$ cat config.mk
export PLATFORM = sky130hd
export DESIGN_NAME = kiss64_ctrl
export DESIGN_NICKNAME = d
export VERILOG_FILES = /design/src/hdl/kiss64_pkg.sv /design/src/hdl/kiss64_ctrl.sv
export SDC_FILE = /design/constraint.sdc
export NUM_CORES = 1
export LEC_CHECK = 0
export BUFFER_PORTS_ARGS = -buffer_cell sky130_fd_sc_hd__buf_2
export CAP_MARGIN = 20
export CORE_AREA = 2 2 39 41
export CTS_CLUSTER_SIZE = 8
export DETAILED_ROUTE_END_ITERATION = 8
export DIE_AREA = 0 0 41 43
export SYNTH_ARGS = -nofsm -noshare
export SYNTH_HDL_FRONTEND = slang
export SYNTH_SLANG_ARGS = --single-unit
export TNS_END_PERCENT = 50
$ cat constraint.sdc
create_clock -name clock -period 1.55 [get_ports clock]
set_clock_uncertainty 0.2 [all_clocks]
set_input_delay 0.2325 -clock clock [delete_from_list [all_inputs] [get_ports clock]]
set_output_delay 0.2325 -clock clock [all_outputs]
set_load 0.05 [all_outputs]
$ cat src/hdl/kiss64_pkg.sv
// Shared types and constants for the 64-bit KISS random generator core.
// Used by kiss64_ctrl, kiss64_dpath and kiss64_random_generator_core.
// Depends on nothing else.
package kiss64_pkg;

   localparam int unsigned WORD_W  = 64;
   localparam int unsigned HALF_W  = 32;
   localparam int unsigned RANGE_W = 32;

   // The congruential multiplier is 2^32 + LCG_MUL_LO, so only one 32-bit factor is stored.
   localparam logic [HALF_W-1:0] LCG_MUL_LO = 32'd2612001773;
   localparam logic [WORD_W-1:0] LCG_ADD    = 64'd1234567;

   localparam int unsigned MWC_SHIFT  = 58;
   localparam int unsigned MWC_CSHIFT = 6;
   localparam int unsigned XS_A       = 13;
   localparam int unsigned XS_B       = 17;
   localparam int unsigned XS_C       = 43;

   localparam logic [WORD_W-1:0] SEED_X_MASK = 64'd1;
   localparam logic [WORD_W-1:0] SEED_C_MASK = 64'd2;
   localparam logic [WORD_W-1:0] SEED_Y_MASK = 64'd4;
   localparam logic [WORD_W-1:0] SEED_Z_MASK = 64'd8;

   // Commands from the controller to the datapath.
   typedef struct packed {
      logic seed_load;
      logic draw_start;
      logic lcg_step;
      logic mix_step;
      logic result_load;
   } kiss64_cmd_type;

endpackage

$ cat src/hdl/kiss64_ctrl.sv
// Sequencing controller for the KISS random generator core.
// Depends on kiss64_pkg for the command struct; drives kiss64_dpath.
module kiss64_ctrl (
   input  logic                      clock,
   input  logic                      reset,
   input  logic                      req_tvalid,
   output logic                      req_tready,
   input  logic                      csr_valid,
   output logic                      csr_ready,
   output logic                      rsp_tvalid,
   input  logic                      rsp_tready,
   output kiss64_pkg::kiss64_cmd_type cmd
);

   typedef enum logic [1:0] {
      ST_IDLE,
      ST_LCG,
      ST_MIX,
      ST_RESULT
   } state_type;

   state_type state_ff, state_in;
   logic      rsp_valid_ff, rsp_valid_in;
   logic      out_free;

   // The output register is free when empty or when its item leaves this cycle.
   assign out_free   = !rsp_valid_ff || rsp_tready;

   // A seed write wins over an item offered in the same cycle.
   assign csr_ready  = (state_ff == ST_IDLE);
   assign req_tready = (state_ff == ST_IDLE) && !csr_valid;
   assign rsp_tvalid = rsp_valid_ff;

   always_comb begin
      cmd             = '0;
      cmd.seed_load   = csr_valid && csr_ready;
      cmd.draw_start  = req_tvalid && req_tready;
      cmd.lcg_step    = (state_ff == ST_LCG);
      cmd.mix_step    = (state_ff == ST_MIX);
      cmd.result_load = (state_ff == ST_RESULT) && out_free;
   end

   always_comb begin
      state_in     = state_ff;
      rsp_valid_in = rsp_valid_ff;
      if (rsp_valid_ff && rsp_tready) begin
         rsp_valid_in = 1'b0;
      end
      case (state_ff)
         ST_IDLE: begin
            if (cmd.draw_start) begin
               state_in = ST_LCG;
            end
         end
         ST_LCG: begin
            state_in = ST_MIX;
         end
         ST_MIX: begin
            state_in = ST_RESULT;
         end
         ST_RESULT: begin
            if (out_free) begin
               rsp_valid_in = 1'b1;
               state_in     = ST_IDLE;
            end
         end
         default: begin
            state_in = ST_IDLE;
         end
      endcase
   end

   always_ff @(posedge clock) begin
      if (reset) begin
         state_ff     <= ST_IDLE;
         rsp_valid_ff <= 1'b0;
      end else begin
         state_ff     <= state_in;
         rsp_valid_ff <= rsp_valid_in;
      end
   end

endmodule

==> impl_metrics.csv, run 1 <==
group,metric,value,unit
run_status,status,"finished with violations",
run_status,violations,"negative setup slack",
clocking,clk_transition_reported_paths,40,ps
timing,hold_viol,0,
floorplanning,die_w,41,um
logic_synthesis,ys_ff_latch,3,
cells_and_area,final_common_cell,"buf_2",
pwr,clock_power_share,0.142,
global_routing,grt_pass1_wl,627,um
placed_design,hpwl,387,um
global_routing,grt_busiest_layer,"met2",
cells_and_area,drive_above_1_share,0.705,
timing,finalCriticalPeriod,1640,ps
clocking,cts-root-buf,"clkbuf_4",
setup_path,path_class,"reg -> out",
pwr,p_sw,0.450,mW
detailed_routing,firstDrtPassIters,2,
logic_synthesis,synth_seq_area_share,0.247,
timing,finalWorstSetupSlack,-91.5,ps
detailed_routing,drt-initial-drc-count,1,
detailed_routing,wl,491,um
pwr,combPwrFrac,0.703,
logic_synthesis,synth_edf_count,0,
global_routing,grt_max_degree,5,
setup_path,rr_endpoint,"state_ff[1]$_SDFFE_PP0P_",
worst_hold_path,hp-start,"reset",
setup_path,worstSetupEndpointType,"primary output",
clocking,cts_buffers,3,
setup_path,r2r_cells,6,
run,cap_violations,0,
floorplanning,boundaryPins,13,
placed_design,dp.cells,54,
cells_and_area,mostFrequentLayoutCells,"7 x buf_2, 4 x buf_6, 3 x nor2_1, 3 x clkbuf_4, 3 x buf_4",
global_routing,grt_use_met1,0.0319,
placed_design,port_buffers,12,
pwr,p_seq_frac,0.155,
clocking,clk_latency,230,ps
pwr,vdd_drop_max,0.441,mV
worst_hold_path,whs_endpoint,"rsp_tvalid$_SDFF_PP0_",
global_routing,grt.total_usage,0.0581,
cells_and_area,area_growth,82.0,%
timing,worstMarginPinSlew,247,ps
logic_synthesis,async_flop_share,0,
logic_synthesis,synth.avg_cell_area,9.71,sq um
pwr,netSwitchingFraction,0.478,
floorplanning,placeableCoreArea,1380,sq um
setup_path,arrival,1210,ps
logic_synthesis,synth_fa_ha_area_frac,0.206,
cells_and_area,diodes,0,
worst_hold_path,hold_path.class,"in -> reg",
placed_design,dpl_worst_slack,69.1,ps
logic_synthesis,synthSimpleGateAreaFrac,0.345,
timing,relSlewSlack,0.836,
setup_path,startpoint_type,"flip-flop",
floorplanning,row_count,14,
timing,rsz0062_at_grt,"true",
clocking,clock_path_buffers,2,
placed_design,placed_area,353,sq um
cells_and_area,final_nets,54,
clocking,cts_tree,"yes",
cells_and_area,post-route-cell-area,442,sq um
floorplanning,dieArea,1760,sq um
logic_synthesis,ys_types,16,
placed_design,routabilityCongestion,0.589,
global_routing,grt_pass1_vias,213,
global_routing,grt_use_met2,0.103,
global_routing,grt_use_met3,0.0314,
cells_and_area,final_util,0.319,
pwr,p_per_area,2130,nW/um^2
detailed_routing,ant_nets,0,
logic_synthesis,syn_area,243,sq um
global_routing,grt_remaining_overflow,0,
floorplanning,initial_core_util,0.175,
setup_path,cp_max_fo,4,
logic_synthesis,synth_mux_area_frac,0.0412,
worst_hold_path,min_path_cells,2,
floorplanning,die_h,43,um
timing,max_freq,609,MHz
detailed_routing,drc,0,
setup_path,r2r-start,"state_ff[1]$_SDFFE_PP0P_",
pwr,finalPower,0.942,mW
global_routing,antenna_found_initial,0,
detailed_routing,vias,231,
detailed_routing,viasPerCell,3.85,
pwr,intPower,0.492,mW
logic_synthesis,synth-xor-area-share,0,
setup_path,cp_data_required_time,1120,ps
clocking,ctsHoldBuffers,0,
setup_path,r2r_slack,130,ps
logic_synthesis,syn_inst,25,
logic_synthesis,yosysWarnings,0,
detailed_routing,wl_per_cell,8.18,um
pwr,p_leak,0.215,nW
logic_synthesis,synth_nets,34,
timing,maxSlewViolCount,0,
cells_and_area,fillCellCount,141,
cells_and_area,instances_no_fill,60,
timing,setup_viol,3,
logic_synthesis,synth_top_family_by_area,"simple AND/OR/NAND/NOR gates",
logic_synthesis,synth_compound_area_frac,0.129,
timing,period_share,1.06,
clocking,cts_max_level,1,
logic_synthesis,yosys_most_used_dff,"dfxtp_1",
clocking,clock-sinks,3,
-- metal layers --
metal / part of all wire / up-vias
met3: 0.088 / 0
met2: 0.60 / 9
li1: - / 117
met5: 0 / -
met1: 0.31 / 105
met4: 0 / 0
-- worst max path at each step --
| stage | from | end | slack (ps) | depth (start not counted) |
|---|---|---|---|---|
| floorplan | state_ff[1]$_SDFFE_PP0P_ | cmd[3] | -80 | 4 |
| global placement | state_ff[1]$_SDFFE_PP0P_ | cmd[3] | 90 | 5 |
| detailed placement | state_ff[1]$_SDFFE_PP0P_ | cmd[3] | 70 | 5 |
| CTS | state_ff[0]$_SDFFE_PP0P_ | cmd[3] | -120 | 5 |
| global route | state_ff[1]$_SDFFE_PP0P_ | cmd[3] | -130 | 5 |
| finish | state_ff[1]$_SDFFE_PP0P_ | cmd[3] | -90 | 5 |
-- state kept, by name, indices dropped and copies added, names as in the netlist --
signal and cells:
state_ff 2, rsp_tvalid 1
-- cells in the mapped netlist, types with 2 or more instances --
cell	instances	share of area
inv_1	2	0.031
nor2_1	3	0.046
and2_1	2	0.052
dfxtp_1	3	0.25
ha_1	4	0.21
-- stage by stage --
stage	hold WS, ps	setup TNS (ps)
2_1_floorplan	105	-159
3_3_place_gp	240	0
3_5_place_dp	251	0
4_1_cts	5.75	-184
5_1_grt	14.1	-265
6_report	5.84	-135
-- cell type report --
type | instances | area [sq um] | area share
flip-flops and latches | 3 | 67.6 | 0.153
repair buffers | 15 | 118 | 0.266
multi-input cells | 20 | 198 | 0.448
clock buffers | 4 | 26.3 | 0.0595
inverters | 2 | 12.5 | 0.0283
well taps | 16 | 20.0 | 0.0453
-- critical path, stage by stage (launching register included) --
cell and delay, ps:
dfxtp_4 360, inv_4 40, ha_4 150, and2b_4 150, and2_4 130, buf_8 140
-- cell families after synthesis --
family / count (synthesis)
and+or+nand+nor: 12
DFF: 3
AOI/OAI and AO/OA: 3
adders and majority gates: 4
muxes: 1
buffers and inverters: 2
-- repair_timing --
item                       4_1_cts  5_1_grt
pin swaps                        1        1
setup endpoints to repair        4        6
resized for setup               10        6
buffers inserted                 2        0
-- power by group through the flow --
stage | Sequential, mW | Combinational [mW] | Clock (mW)
3_3_place_gp | 0.131 | 0.556 | 0
5_1_grt | 0.150 | 0.712 | 0.147
3_5_place_dp | 0.133 | 0.554 | 0
2_1_floorplan | 0.135 | 0.466 | 0
4_1_cts | 0.132 | 0.634 | 0.140
6_report | 0.146 | 0.662 | 0.134
Power figures use the tool's default switching activity.
==> inputs of run 2 (changes only) <==
Clock period 1.55 ns to 1.6 ns, I/O delays scaled along.
==> impl_metrics.csv, run 2 (synthesized netlist as in run 1, its figures left out) <==
group,metric,value,unit
run_status,status,"finished with violations",
run_status,violations,"negative setup slack",
global_routing,grt_max_degree,6,
floorplanning,placeableCoreArea,1380,sq um
detailed_routing,firstDrtPassIters,2,
global_routing,grt_use_met3,0.0471,
placed_design,placed_area,345,sq um
detailed_routing,wl_per_cell,8.65,um
timing,rsz0062_at_grt,"true",
detailed_routing,drt-initial-drc-count,1,
detailed_routing,ant_nets,0,
global_routing,grt_pass1_vias,201,
floorplanning,dieArea,1760,sq um
detailed_routing,vias,242,
setup_path,worstSetupEndpointType,"primary output",
timing,setup_viol,2,
cells_and_area,post-route-cell-area,440,sq um
pwr,p_per_area,2090,nW/um^2
cells_and_area,largest_reg_flops,2,
timing,period_share,1.03,
cells_and_area,multi_input_comb_area,195,sq um
timing,maxSlewViolCount,0,
cells_and_area,top_register,"state_ff",
worst_hold_path,hold_path.class,"in -> reg",
setup_path,arrival,1210,ps
cells_and_area,mostFrequentLayoutCells,"9 x buf_4, 7 x buf_2, 3 x nor2_1, 3 x ha_1, 3 x clkbuf_4",
setup_path,path_class,"reg -> out",
setup_path,startpoint_type,"flip-flop",
cells_and_area,final_common_cell,"buf_4",
clocking,clock_path_buffers,2,
global_routing,grt_busiest_layer,"met2",
floorplanning,die_w,41,um
clocking,clk_transition_reported_paths,40,ps
global_routing,grt.total_usage,0.0683,
placed_design,hpwl,394,um
cells_and_area,fillCellCount,149,
timing,holdWs,18.3,ps
floorplanning,initial_core_util,0.175,
detailed_routing,wl,545,um
floorplanning,die_h,43,um
detailed_routing,drc,0,
timing,worstMarginPinSlew,248,ps
setup_path,cp_max_fo,4,
clocking,cts-root-buf,"clkbuf_4",
clocking,cts_tree,"yes",
clocking,clk_latency,230,ps
timing,relSlewSlack,0.836,
cells_and_area,area_growth,81.4,%
global_routing,grt_pass1_wl,745,um
placed_design,routabilityCongestion,0.594,
placed_design,port_buffers,12,
global_routing,grt_use_met1,0.0514,
clocking,clock-sinks,3,
cells_and_area,final_nets,57,
floorplanning,boundaryPins,13,
global_routing,antenna_found_initial,0,
pwr,vdd_drop_max,0.448,mV
clocking,cts_buffers,3,
timing,max_freq,604,MHz
placed_design,dpl_worst_slack,83.8,ps
global_routing,grt_use_met2,0.116,
timing,hold_viol,0,
setup_path,cp_data_required_time,1160,ps
floorplanning,row_count,14,
timing,finalCriticalPeriod,1650,ps
detailed_routing,viasPerCell,3.84,
clocking,cts_max_level,1,
cells_and_area,drive_above_1_share,0.702,
clocking,ctsHoldBuffers,0,
cells_and_area,regArea,62.6,sq um
global_routing,grt_remaining_overflow,0,
cells_and_area,diodes,0,
run,cap_violations,0,
pwr,p_leak,0.226,nW
timing,finalWorstSetupSlack,-54.5,ps
cells_and_area,final_util,0.318,
-- run 2: worst paths after layout --
kind / from / slack [ps] / cells past startpoint / to
worst max-delay path: state_ff[1]$_SDFFE_PP0P_ / -50 / 5 / cmd[3]
worst min-delay path: reset / 20 / 2 / rsp_tvalid$_SDFF_PP0_
worst max register to register: state_ff[1]$_SDFFE_PP0P_ / 160 / 6 / state_ff[1]$_SDFFE_PP0P_
worst min register to register: state_ff[0]$_SDFFE_PP0P_ / 400 / 2 / state_ff[0]$_SDFFE_PP0P_
-- run 2: worst max-delay path: stages (launching register included) --
cell and delay [ps]:
dfxtp_2 340, inv_2 50, ha_4 160, and2b_4 160, and2_4 130, buf_8 140
-- run 2: cell type report --
cell class                 count  share of cell area
timing repair buffer          18               0.293
sequential                     3               0.142
tap                           16              0.0455
clock buffer                   4              0.0597
inverter                       2              0.0170
multi-input combinational     20               0.443
-- run 2: where the power goes --
group          switching [mW]  internal (mW)  leakage, nW
clock network          0.0371         0.0933       0.0150
registers              0.0209          0.102       0.0253
logic                   0.378          0.286        0.186
-- run 2: timing repair --
item                       CTS  global route
setup buffers                5             1
pin swaps                    1             1
resized for setup            4             7
setup endpoints to repair    4             5
-- run 2: layer usage --
| metal | wire (um) | vias to the layer above |
|---|---|---|
| li1 | - | 124 |
| met5 | 0 | - |
| met2 | 342 | 9 |
| met4 | 0 | 0 |
| met3 | 45 | 0 |
| met1 | 157 | 109 |
-- run 2: through the flow --
stage	power [mW]	TNS (ps)	std cells
2_1_floorplan	0.582	-74.4	25
6_report	0.918	-60.3	63
4_1_cts	0.877	-83.2	62
5_1_grt	0.994	-178	63
3_5_place_dp	0.653	0	53
3_3_place_gp	0.647	0	53
